### config.mk
export PLATFORM = sky130hd
export DESIGN_NAME = status_packet_receiver_top
export DESIGN_NICKNAME = d
export VERILOG_FILES = /design/src/hw/rtl/spr_pkg.sv /design/src/hw/rtl/spr_parser.sv /design/src/hw/rtl/status_packet_receiver_top.sv
export SDC_FILE = /design/constraint.sdc
export NUM_CORES = 1
export LEC_CHECK = 0
export ABC_CLOCK_PERIOD_IN_PS = 3900
export BUFFER_PORTS_ARGS = -buffer_cell sky130_fd_sc_hd__buf_2
export CAP_MARGIN = 5
export CORE_MARGIN = 3
export CORE_UTILIZATION = 30
export CTS_BUF_LIST = sky130_fd_sc_hd__clkbuf_16
export CTS_CLUSTER_SIZE = 12
export DETAILED_ROUTE_END_ITERATION = 8
export SLEW_MARGIN = 20
export SYNTH_ARGS = -nofsm -noshare
export SYNTH_HDL_FRONTEND = slang
export SYNTH_SLANG_ARGS = --single-unit
### constraint.sdc
create_clock -name clk -period 3.9 [get_ports clk]
set_input_delay 0.78 -clock clk [delete_from_list [all_inputs] [get_ports clk]]
set_output_delay 0.78 -clock clk [all_outputs]
set_load 0.1 [all_outputs]
### src/hw/rtl/spr_pkg.sv
// Package for the status packet receiver.
// Holds the parse phase type, result kind codes and the result record.
// Used by spr_parser and status_packet_receiver_top.
package spr_pkg;

	localparam logic [7:0] HDR_BYTE = 8'hFF;

	typedef enum logic [2:0] {
		PH_HUNT = 3'd0,
		PH_HDR2 = 3'd1,
		PH_ID   = 3'd2,
		PH_LEN  = 3'd3,
		PH_ERR  = 3'd4,
		PH_DATA = 3'd5,
		PH_SUM  = 3'd6
	} phase_t;

	localparam logic [1:0] KIND_DATA   = 2'd0;
	localparam logic [1:0] KIND_GOOD   = 2'd1;
	localparam logic [1:0] KIND_BADSUM = 2'd2;
	localparam logic [1:0] KIND_FRAME  = 2'd3;

	typedef struct packed {
		logic       valid;
		logic [1:0] kind;
		logic [7:0] data_byte;
		logic [7:0] data_index;
		logic [7:0] servo_id;
		logic [7:0] servo_error_flags;
		logic [7:0] data_count;
	} result_t;

endpackage

### src/hw/rtl/spr_parser.sv
// Packet parse state and the combinational step for one received byte.
// Depends on spr_pkg; the result is registered by the top level.
module spr_parser
	import spr_pkg::*;
(
	input  logic       clk,
	input  logic       arst_n,
	input  logic       step,
	input  logic [7:0] rx_byte,
	output result_t    res
);

	phase_t     phase_q, phase_d;
	logic [7:0] id_q, id_d;
	logic [7:0] len_q, len_d;
	logic [7:0] remain_q, remain_d;
	logic [7:0] err_q, err_d;
	logic [7:0] sum_q, sum_d;
	logic [7:0] count;
	logic       rearm;

	assign count = len_q - 8'd2;

	always_comb begin
		phase_d  = phase_q;
		id_d     = id_q;
		len_d    = len_q;
		remain_d = remain_q;
		err_d    = err_q;
		sum_d    = sum_q;
		rearm    = 1'b0;
		res      = '0;
		unique case (phase_q)
			PH_HUNT: begin
				if (rx_byte == HDR_BYTE) phase_d = PH_HDR2;
			end
			PH_HDR2: begin
				if (rx_byte != HDR_BYTE) begin
					res.valid = 1'b1;
					res.kind  = KIND_FRAME;
					rearm     = 1'b1;
				end else begin
					phase_d = PH_ID;
				end
			end
			PH_ID: begin
				id_d    = rx_byte;
				sum_d   = rx_byte;
				phase_d = PH_LEN;
			end
			PH_LEN: begin
				if (rx_byte < 8'd2) begin
					res.valid = 1'b1;
					res.kind  = KIND_FRAME;
					rearm     = 1'b1;
				end else begin
					len_d    = rx_byte;
					remain_d = rx_byte - 8'd2;
					sum_d    = sum_q + rx_byte;
					phase_d  = PH_ERR;
				end
			end
			PH_ERR: begin
				err_d   = rx_byte;
				sum_d   = sum_q + rx_byte;
				phase_d = (remain_q != 8'd0) ? PH_DATA : PH_SUM;
			end
			PH_DATA: begin
				sum_d                 = sum_q + rx_byte;
				res.valid             = 1'b1;
				res.kind              = KIND_DATA;
				res.data_byte         = rx_byte;
				res.data_index        = count - remain_q;
				res.servo_id          = id_q;
				res.servo_error_flags = err_q;
				res.data_count        = count;
				remain_d              = remain_q - 8'd1;
				if (remain_q == 8'd1) phase_d = PH_SUM;
			end
			PH_SUM: begin
				res.valid             = 1'b1;
				res.kind              = (~sum_q == rx_byte) ? KIND_GOOD : KIND_BADSUM;
				res.servo_id          = id_q;
				res.servo_error_flags = err_q;
				res.data_count        = count;
				rearm                 = 1'b1;
			end
			default: begin
				// An unused phase code clears the state and hunts.
				rearm   = 1'b1;
				phase_d = (rx_byte == HDR_BYTE) ? PH_HDR2 : PH_HUNT;
			end
		endcase
		if (rearm) begin
			if (phase_q == PH_HDR2 || phase_q == PH_LEN || phase_q == PH_SUM) begin
				phase_d = PH_HUNT;
			end
			id_d     = '0;
			len_d    = '0;
			remain_d = '0;
			err_d    = '0;
			sum_d    = '0;
		end
	end

	always_ff @(posedge clk or negedge arst_n) begin
		if (!arst_n) begin
			phase_q  <= PH_HUNT;
			id_q     <= '0;
			len_q    <= '0;
			remain_q <= '0;
			err_q    <= '0;
			sum_q    <= '0;
		end else if (step) begin
			phase_q  <= phase_d;
			id_q     <= id_d;
			len_q    <= len_d;
			remain_q <= remain_d;
			err_q    <= err_d;
			sum_q    <= sum_d;
		end
	end

endmodule

### src/hw/rtl/status_packet_receiver_top.sv
// A word accepted into the input register is parsed, and its result is captured in the
// result register. Throughput: one word per cycle while no result waits unread; the parse
// step sits between the input and result registers. The input register is held, and input
// ready drops, only while a result waits unread. Reset is asynchronous and active low; it
// empties both registers and returns the parser to hunting for a header with all packet
// state cleared. Depends on spr_pkg and spr_parser.
module status_packet_receiver_top
	import spr_pkg::*;
(
	input  logic        clk,
	input  logic        arst_n,
	input  logic        s_axis_tvalid,
	output logic        s_axis_tready,
	input  logic [7:0]  s_axis_tdata,  // rx_byte
	output logic        m_axis_tvalid,
	input  logic        m_axis_tready,
	// data_byte, data_index, servo_id, servo_error_flags, data_count
	output logic [39:0] m_axis_tdata,
	output logic [1:0]  m_axis_tuser   // result_kind
);

	logic       valid_s1;
	logic [7:0] byte_s1;
	result_t    res;
	result_t    res_s2;
	logic       advance;

	assign advance       = valid_s1 && (!res_s2.valid || m_axis_tready);
	assign s_axis_tready = !valid_s1 || advance;

	always_ff @(posedge clk or negedge arst_n) begin
		if (!arst_n) begin
			valid_s1 <= 1'b0;
		end else if (s_axis_tready) begin
			valid_s1 <= s_axis_tvalid;
		end
	end

	always_ff @(posedge clk) begin
		if (s_axis_tready && s_axis_tvalid) begin
			byte_s1 <= s_axis_tdata;
		end
	end

	spr_parser u_parser (
		.clk     (clk),
		.arst_n  (arst_n),
		.step    (advance),
		.rx_byte (byte_s1),
		.res     (res)
	);

	always_ff @(posedge clk or negedge arst_n) begin
		if (!arst_n) begin
			res_s2 <= '0;
		end else if (advance) begin
			res_s2 <= res;
		end else if (m_axis_tready) begin
			res_s2.valid <= 1'b0;
		end
	end

	assign m_axis_tvalid = res_s2.valid;
	assign m_axis_tuser  = res_s2.kind;
	assign m_axis_tdata  = {res_s2.data_count, res_s2.servo_error_flags, res_s2.servo_id,
		res_s2.data_index, res_s2.data_byte};

	a_frame_zero: assert property (@(posedge clk) disable iff (!arst_n)
		m_axis_tvalid && m_axis_tuser == KIND_FRAME |-> m_axis_tdata == 40'd0)
		else $error("framing error result carries packet fields");

	a_end_no_data: assert property (@(posedge clk) disable iff (!arst_n)
		m_axis_tvalid && m_axis_tuser != KIND_DATA |-> m_axis_tdata[15:0] == 16'd0)
		else $error("end result carries a data byte or index");

	a_s1_hold: assert property (@(posedge clk) disable iff (!arst_n)
		valid_s1 && !advance |=> valid_s1 && $stable(byte_s1))
		else $error("input register lost a waiting word");

	a_index_range: assert property (@(posedge clk) disable iff (!arst_n)
		m_axis_tvalid && m_axis_tuser == KIND_DATA |-> m_axis_tdata[15:8] < m_axis_tdata[39:32])
		else $error("data index beyond data count");

endmodule
# --- Word level (Yosys, flattened, before mapping) ---
# Index checks and enable logic that the tools add are counted.
totals:
  output_inout_bits: 44
  mem_bits_rw: 0
  n_memories: 0
  regBits: 95
  rom_bits: 0
  latch_bits: 0
classes:
  reduce_logical: 24
  mux: 33
  eq_ne: 12
  multipliers: 0
  bitwise: 1
  n_addsub: 5
  magnitude_cmp: 1
  shifts: 0
  n_div: 0
op_table:
  columns: ["op", "count"]
  rows:
  - ["8-bit two-way mux", 11]
  - ["24-bit two-way mux", 1]
  - ["3-bit two-way mux", 8]
  - ["8-bit case mux with 3 select lines", 1]
  - ["3-bit case mux with 7 select lines", 1]
  - ["16-bit two-way mux", 1]
  - ["8-bit case mux with 2 select lines", 1]
  - ["8-bit by 2-bit subtractor with 8-bit output (second input constant)", 2]
  - ["3-bit case mux with 4 select lines", 1]
  - ["3-bit equality test (second input constant)", 3]
  - ["3-bit AND reduction", 3]
  - ["8-bit adder", 1]
  - ["8-bit by 1-bit equality test with 1-bit output (second input constant)", 1]
  - ["8-bit equality test", 1]
  - ["8-bit equality test (second input constant)", 1]
  - ["8-bit by 2-bit < comparator with 1-bit output (second input constant)", 1]
  - ["8-bit != test (second input constant)", 1]
  - ["8-bit NOT", 1]
  - ["2-bit nonzero test", 4]
  - ["8-bit nonzero test", 1]
  - ["8-bit by 1-bit subtractor with 8-bit output (second input constant)", 1]
  - ["8-bit subtractor", 1]
  - ["3-bit by 2-bit equality test with 1-bit output (second input constant)", 2]
  - ["1-bit two-way mux", 5]
  - ["other kinds (14)", 22]

# --- Logic depth before layout (Yosys ltp) ---
# Gate-level depths: netlist of run 1.
depth:
  ltp_word: 5
  mapped_depth: 10

# --- Cells and area by module ---
# Synthesis of run 1 repeated with hierarchy kept, for this count alone.
unflattened:
  hier_cells: 510
  hier_area_um2: 5383.9
modules_own_cells:
  columns: ["module", "instances", "seq_area_each_um2", "cells_per_inst", "area_each_um2"]
  rows:
  - ["spr_parser", 1, 1076.0, 404, 3321.9]
  - ["status_packet_receiver_top", 1, 1341.3, 106, 2062.0]

# --- Worst setup path after synthesis of run 1 ---
# Ideal clock, no wire load.
synth_timing:
  path_kind: "reg-to-reg"
  from: "register res_s2, in the netlist m_axis_tvalid"
  to: "register byte_s1[0], enable pin"
  arrival_ps: 2521
  required_time_ps: 3618
  setup_slack_ps: 1098
  stages_incl_launch_ff: 3
  setup_time_ps: 282
  cell_sequence: "dfrtp_1 -> nand3b_1 -> and2_1"
synth_via:
  elab_chain_cells: 5
synth_lines:
  columns: ["item", "line", "rtl"]
  rows:
  - ["start: declaration", "status_packet_receiver_top.sv:25", "result_t res_s2;"]
  - ["start signal: assignment", "status_packet_receiver_top.sv:57", "res_s2 <= res;"]
  - ["1-bit logical NOT", "status_packet_receiver_top.sv:28", "assign advance = valid_s1 && (!res_s2.valid || m_axis_tready);"]
  - ["1-bit logical OR", "status_packet_receiver_top.sv:28", null]
  - ["1-bit logical AND", "status_packet_receiver_top.sv:28", null]
  - ["1-bit logical OR", "status_packet_receiver_top.sv:29", "assign s_axis_tready = !valid_s1 || advance;"]
  - ["via s_axis_tready", "status_packet_receiver_top.sv:13", "output logic s_axis_tready,"]
  - ["1-bit logical AND", "status_packet_receiver_top.sv:40", "if (s_axis_tready && s_axis_tvalid) begin"]
  - ["end signal: assignment", "status_packet_receiver_top.sv:41", "byte_s1 <= s_axis_tdata;"]
  - ["end: declaration", "status_packet_receiver_top.sv:23", "logic [7:0] byte_s1;"]
# The timed path passes the listed nets, and every way through them passes these cells.
# A chain may end at the register's enable or synchronous reset.

# --- Worst setup path in the final report of run 1 ---
layout_timing:
  from: "register byte_s1[3]"
  to: "register u_parser.remain_q[6]"
layout_via:
  elab_chain_cells: 5
layout_lines:
  columns: ["item", "line", "rtl"]
  rows:
  - ["8-bit by 2-bit < comparator with 1-bit output / 8-bit != test (equally long branches)", "spr_parser.sv:52, spr_parser.sv:38", null]
  - ["1-bit two-way mux, on equally long branches", "spr_parser.sv:52, spr_parser.sv:38", null]
  - ["1-bit case mux with 3 select lines", "spr_parser.sv:33", "unique case (phase_q)"]
  - ["3-bit by 2-bit != test with 1-bit output (no source line) / 3-bit nonzero test (equally long branches)", null, null]
  - ["3-bit AND reduction (no source line)", null, null]
  - ["end signal: assignment", "spr_parser.sv:118", "remain_q <= remain_d;"]
  - ["end: declaration", "spr_parser.sv:16", "logic [7:0] remain_q, remain_d;"]
# Parallel ways exist; a longest one is shown, timed or not. The select of a mux whose other input is x is not followed.

==> results.txt, run 1 <==
overall die width: 132 um
fraction of synthesized cell area in xor and xnor cells: 4.20%
Ports: 56
Worst Setup Slack post-DPL: 1.16 ns
multiplexer share of the synthesized area: 0.418%
depth of the CTS H-tree: 3
area growth from synthesis to layout: 16.1%
proportion of layout cells with a drive suffix above 1: 16.6%
count of max-cap constraint violations: 0
total clock buffers created by CTS: 9
HP Class: reg -> reg
TritonCTS clock tree: yes
synthesized netlist cell count: 471
core box area: 15400 um^2
Min Clock Period, post-route: 2.76 ns
count of nets after finishing: 550
Util after Layout: 36.0%
estimated wirelength of the detail-placed design: 8.70 mm
# diodes: 0
Total Routing Usage GR: 14.1%
DR iter-0 viols: 207
Adder-Cell Fraction of Synth Area: 5.54%
required time worst endpoint: 4.12 ns
Fin Clk Skew: 0.00476 ns
clock-pin slew reported for the worst setup and hold paths after clock tree synthesis: 0.07 ns
Slew HR: 35.8%
crit path setup slack, layout: 1.14 ns
pin count of the biggest net entering global routing: 88
total power: 0.00477 W
Routed wire per std cell: 16.4 um
first-pass GRT wire length: 20.0 mm
prevailing post-synth register cell: dfrtp_1
count of buffers added by post-CTS timing repair for setup: 0
area fraction in compound gates after synthesis: 22.6%
via count of the first global-routing pass: 3751
power per unit of standard cell area: 858 nW/um^2
combinational family with the most area after synthesis: compound AO/OA/AOI/OAI gates
Setup Viol. Count Final: 0
switching component of the power: 0.00221 W
synthesized flop and latch total: 95
part of the Yosys area used for sequential elements: 50.5%
total number of placement rows: 45
Vias per Instance: 5.08
number of nets in the synthesized netlist: 503
cell area after layout: 5560 um^2
Cell Int Power: 0.00256 W
clk_lat worst skew: 0.35 ns
wirelength, routed: 12.0 mm
count of warnings emitted by yosys: 0
power share of the clock group: 18.6%
Post-Syn Area: 4790 um^2
first-pass iteration count of the detailed router: 5
worst setup path category: reg -> reg
number of cells traversed by the worst register-to-register path: 6
crit path DAT: 2.99 ns
Worst Hold Path Cells: 2
starting utilization of the core area: 31.1%
overflow left after global routing: 0
number of antenna violations at the first check in global routing: 0
Sequential Power Share: 32.3%
most common library cell in the layout ignoring fill and taps: dfrtp_1
relative contribution of combinational cells to total power: 49.1%
worst ir drop on vdd: 0.000355 V
Setup TNS: 0 ns
async set or reset register ratio after synthesis: 91.6%
number of input and output port buffers inserted: 55
worst-path maximum fanout: 11
Slew Viols, Final: 0
slew at the pin with the worst max-slew slack: 0.956 ns
maximum achievable frequency: 362 MHz
final weighted congestion of routability-driven global placement: 0.900
number of enable-type register cells in the synthesized netlist: 8
LEAKAGE: 2.62 nW
Root Buffer Master: clkbuf_16
unrepaired setup endpoints after global routing: no
final routed DRC violation total: 0
final hold vios: 0
Synth Area in Simple Gates: 12.9%
clk buf depth: 2
hold buffer count at cts: 0
die height: 132 um
Clock Sinks: 95
average cell area after synthesis: 10.2 um^2
highest-count cells in the layout ignoring fill and taps: dfrtp_1, nand2_1, buf_2, o21ai_0, a22o_1
antenna-violating nets left: 0
number of gates resized after cts: 0
area of the die: 17500 um^2
CP endpoint kind: register
area of placed instances: 5260 um^2
routed via count: 3731
kind of start point of the critical path: register
crit share post-route: 70.9%
fraction of power spent switching nets: 46.4%
distinct cell type count after synthesis: 51
run status: finished clean
## through the flow
step | instances | hold slack, ns
finish | 734 | 0.478
global placement | 718 | 0.461
floorplan | 471 | 0.448
global route | 734 | 0.501
detailed placement | 718 | 0.465
CTS | 734 | 0.480
## synthesized netlist by cell type (7+ instances only)
library cell | count | area share [%]
a21oi_1 | 18 | 1.9
a22o_1 | 44 | 8.0
a31oi_1 | 7 | 0.91
clkbuf_1 | 18 | 1.4
dfrtp_1 | 87 | 45
edfxtp_1 | 8 | 5.0
ha_1 | 18 | 4.7
inv_1 | 18 | 1.4
nand2_1 | 56 | 4.4
nand2b_1 | 7 | 0.91
nor2_1 | 32 | 2.5
o21ai_0 | 49 | 5.1
xnor2_1 | 14 | 2.6
xor2_1 | 9 | 1.6
## routing by layer
layer,part of all wire (%),track usage [%],wire length [um]
met1,48,19.6,5760
met2,44,21.0,5240
met3,5.5,3.85,665
met4,3.0,5.48,355
met5,0,0,0
## layout make-up
class | count | area, um^2
clock buffers | 9 | 225
clock inverters | 7 | 71.3
fillers | 1596 | 9870
inverters | 18 | 67.6
multi-input cells | 333 | 2190
flip-flops and latches | 95 | 2420
well taps | 211 | 264
repair buffers | 61 | 327
## power by group through the flow
stage	combinational [W]	sequential (W)	clock (W)
2_1_floorplan	0.00145	0.00192	0
6_report	0.00234	0.00154	0.000888
5_1_grt	0.00259	0.00158	0.000950
3_5_place_dp	0.00234	0.00156	0
3_3_place_gp	0.00230	0.00155	0
4_1_cts	0.00235	0.00154	0.000912
## critical path: stages (launching register included)
cell and delay, ns:
edfxtp_1 0.62, or4_4 0.60, or4b_4 0.53, a21oi_4 0.35, a21oi_2 0.19, nand2_1 0.23
o21ai_0 0.12
## flip-flops by register name (all words and copies together) (netlist names)
register           flops
m_axis_tdata          40
byte_s1                8
u_parser.err_q         8
u_parser.id_q          8
u_parser.len_q         8
u_parser.remain_q      8
u_parser.sum_q         8
u_parser.phase_q       3
m_axis_tuser           2
m_axis_tvalid          1
valid_s1               1
## worst paths after layout
check | startpoint | endpoint | slack (ns)
max | byte_s1[3]$_DFFE_PP_ | u_parser.remain_q[6]$_DFFE_PN0P_ | 1.14
min | m_axis_tdata[11]$_DFFE_PN0P_ | m_axis_tdata[11]$_DFFE_PN0P_ | 0.48
max reg2reg | byte_s1[3]$_DFFE_PP_ | u_parser.remain_q[6]$_DFFE_PN0P_ | 1.14
min reg2reg | m_axis_tdata[11]$_DFFE_PN0P_ | m_axis_tdata[11]$_DFFE_PN0P_ | 0.48
max in group asynchronous | arst_n | m_axis_tdata[38]$_DFFE_PN0P_ | 2.88
min in group asynchronous | arst_n | m_axis_tdata[12]$_DFFE_PN0P_ | 0.50
## logic make-up (layout without fill, tap and decap cells)
group	count (synthesis)	count (layout)
and+or+nand+nor	133	133
adders and majority gates	20	20
muxes	2	2
DFF	95	95
xor gates and xnor gates	23	23
buffers and inverters	43	95
AOI/OAI and AO/OA	155	155
(Power assumes the default switching activity.)
==> inputs of run 2 (changes only) <==
ABC_CLOCK_PERIOD_IN_PS = 2700   (was 3900)
clock period = 2.7 ns   (was 3.9 ns; I/O delays follow)
==> results.txt, run 2 (synthesis gave the netlist of run 1 again) <==
run status: finished clean
starting utilization of the core area: 31.1% (unchanged)
most common library cell in the layout ignoring fill and taps: dfrtp_1
# diodes: 0 (unchanged)
area growth from synthesis to layout: 19.4%
required time worst endpoint: 2.88 ns (-1.24 ns)
count of buffers added by post-CTS timing repair for setup: 0 (unchanged)
Ports: 56 (unchanged)
Slew HR: 33.0% (-2.8 points)
count of max-cap constraint violations: 0 (unchanged)
Sequential Power Share: 30.6% (-1.7 points)
WHS: 0.130 ns (-0.348 ns)
crit path setup slack, layout: 0.309 ns (-0.826 ns)
CP endpoint kind: register
final hold vios: 0 (unchanged)
highest-count cells in the layout ignoring fill and taps: dfrtp_1, nand2_1, buf_2, o21ai_0, a22o_1
number of antenna violations at the first check in global routing: 0 (unchanged)
core box area: 15400 um^2 (unchanged)
Clock Sinks: 95 (unchanged)
clk buf depth: 2 (unchanged)
area of the die: 17500 um^2 (unchanged)
clock-pin slew reported for the worst setup and hold paths after clock tree synthesis: 0.07 ns (about the same)
Min Clock Period, post-route: 2.39 ns (-0.374 ns)
overall die width: 132 um (unchanged)
Vias per Instance: 5.12 (+0.72%)
Fin Clk Skew: 0.00912 ns (+0.00437 ns)
via count of the first global-routing pass: 3821 (+1.9%)
total clock buffers created by CTS: 9 (unchanged)
depth of the CTS H-tree: 3 (unchanged)
routed via count: 3850 (+3.2%)
Total Routing Usage GR: 14.8% (+0.67 points)
power per unit of standard cell area: 1230 nW/um^2 (+43%)
Worst Setup Slack post-DPL: 0.320 ns (-0.842 ns)
switching component of the power: 0.00319 W (+44%)
LEAKAGE: 2.72 nW (+3.8%)
total number of placement rows: 45 (unchanged)
estimated wirelength of the detail-placed design: 9.25 mm (+6.3%)
wirelength, routed: 12.7 mm (+5.5%)
unrepaired setup endpoints after global routing: no
power share of the clock group: 19.2% (+0.6 points)
first-pass GRT wire length: 20.8 mm (+4.0%)
crit path DAT: 2.57 ns (-0.42 ns)
Routed wire per std cell: 16.9 um (+2.9%)
number of gates resized after cts: 0 (unchanged)
pin count of the biggest net entering global routing: 56 (-36%)
worst ir drop on vdd: 0.000437 V (+23%)
slew at the pin with the worst max-slew slack: 0.998 ns (+0.0420 ns)
DR iter-0 viols: 287 (+39%)
Setup Viol. Count Final: 0 (unchanged)
setup slack, reg-to-reg: 0.31 ns (-0.83 ns)
final weighted congestion of routability-driven global placement: 0.878 (-2.4%)
maximum achievable frequency: 418 MHz (+16%)
Cell Int Power: 0.00385 W (+51%)
first-pass iteration count of the detailed router: 5 (unchanged)
worst setup path category: reg -> reg
clk_lat worst skew: 0.35 ns (about the same)
fraction of power spent switching nets: 45.3% (-1.1 points)
number of flip-flops under the largest register name: 40 (unchanged)
final routed DRC violation total: 0 (unchanged)
hold buffer count at cts: 0 (unchanged)
Root Buffer Master: clkbuf_16
kind of start point of the critical path: register
die height: 132 um (unchanged)
relative contribution of combinational cells to total power: 50.2% (+1.1 points)
TritonCTS clock tree: yes
Slew Viols, Final: 0 (unchanged)
overflow left after global routing: 0 (unchanged)
HP Class: in -> async
count of nets after finishing: 568 (+3.3%)
antenna-violating nets left: 0 (unchanged)
worst-path maximum fanout: 7 (-4)
proportion of layout cells with a drive suffix above 1: 19.4% (+2.8 points)
crit share post-route: 88.5% (+18 points)
number of input and output port buffers inserted: 55 (unchanged)
Setup TNS: 0 ns (unchanged)
## run 2: power groups by stage
stage                     clock network, W  registers (W)  logic, W
final                              0.00135        0.00215   0.00353
after global routing               0.00145        0.00221   0.00387
after CTS                          0.00139        0.00215   0.00354
after detailed placement                 0        0.00218   0.00352
after global placement                   0        0.00217   0.00347
after floorplan                          0        0.00278   0.00209
## run 2: layout make-up
type	count	area [um^2]
fill	1579	9710
sequential	95	2420
clock inverter	7	87.6
clock buffer	9	225
timing repair buffer	79	470
inverter	18	67.6
tap	211	264
multi-input combinational	333	2190
## run 2: worst max-delay path, stage by stage, from the launching register on
cell,delay (ns)
edfxtp_1,0.38
or4_4,0.58
or4b_4,0.52
a21oi_4,0.28
a21oi_2,0.12
buf_4,0.21
nand2_1,0.06
o21ai_0,0.07
## run 2: stage by stage
| stage | power (W) | util [%] | cells | instance area (um^2) |
|---|---|---|---|---|
| 2_1_floorplan | 0.00487 | - | 471 | 4790 |
| 3_3_place_gp | 0.00564 | 35.1 | 736 | 5410 |
| 3_5_place_dp | 0.00571 | 35.1 | 736 | 5410 |
| 4_1_cts | 0.00709 | 37.1 | 752 | 5720 |
| 5_1_grt | 0.00753 | 37.1 | 752 | 5720 |
| 6_report | 0.00704 | 37.1 | 752 | 5720 |
## run 2: path summary, 6_finish.rpt
kind	from	end	depth (start not counted)
setup / recovery	byte_s1[4]$_DFFE_PP_	u_parser.len_q[6]$_DFFE_PN0P_	7
hold / removal	arst_n	u_parser.err_q[5]$_DFFE_PN0P_	1
setup reg to reg	byte_s1[4]$_DFFE_PP_	u_parser.len_q[6]$_DFFE_PN0P_	7
hold reg to reg	m_axis_tdata[11]$_DFFE_PN0P_	m_axis_tdata[11]$_DFFE_PN0P_	2
max in group asynchronous	arst_n	m_axis_tdata[38]$_DFFE_PN0P_	2
min in group clk	s_axis_tdata[2]	byte_s1[2]$_DFFE_PP_	1
## run 2: metal layers
| layer | wire length (um) | track usage [%] | up-vias |
|---|---|---|---|
| li1 | - | - | 1828 |
| met1 | 6020 | 20.8 | 1901 |
| met2 | 5980 | 23.1 | 113 |
| met3 | 595 | 3.97 | 8 |
| met4 | 89 | 3.00 | 0 |
| met5 | 0 | 0 | - |
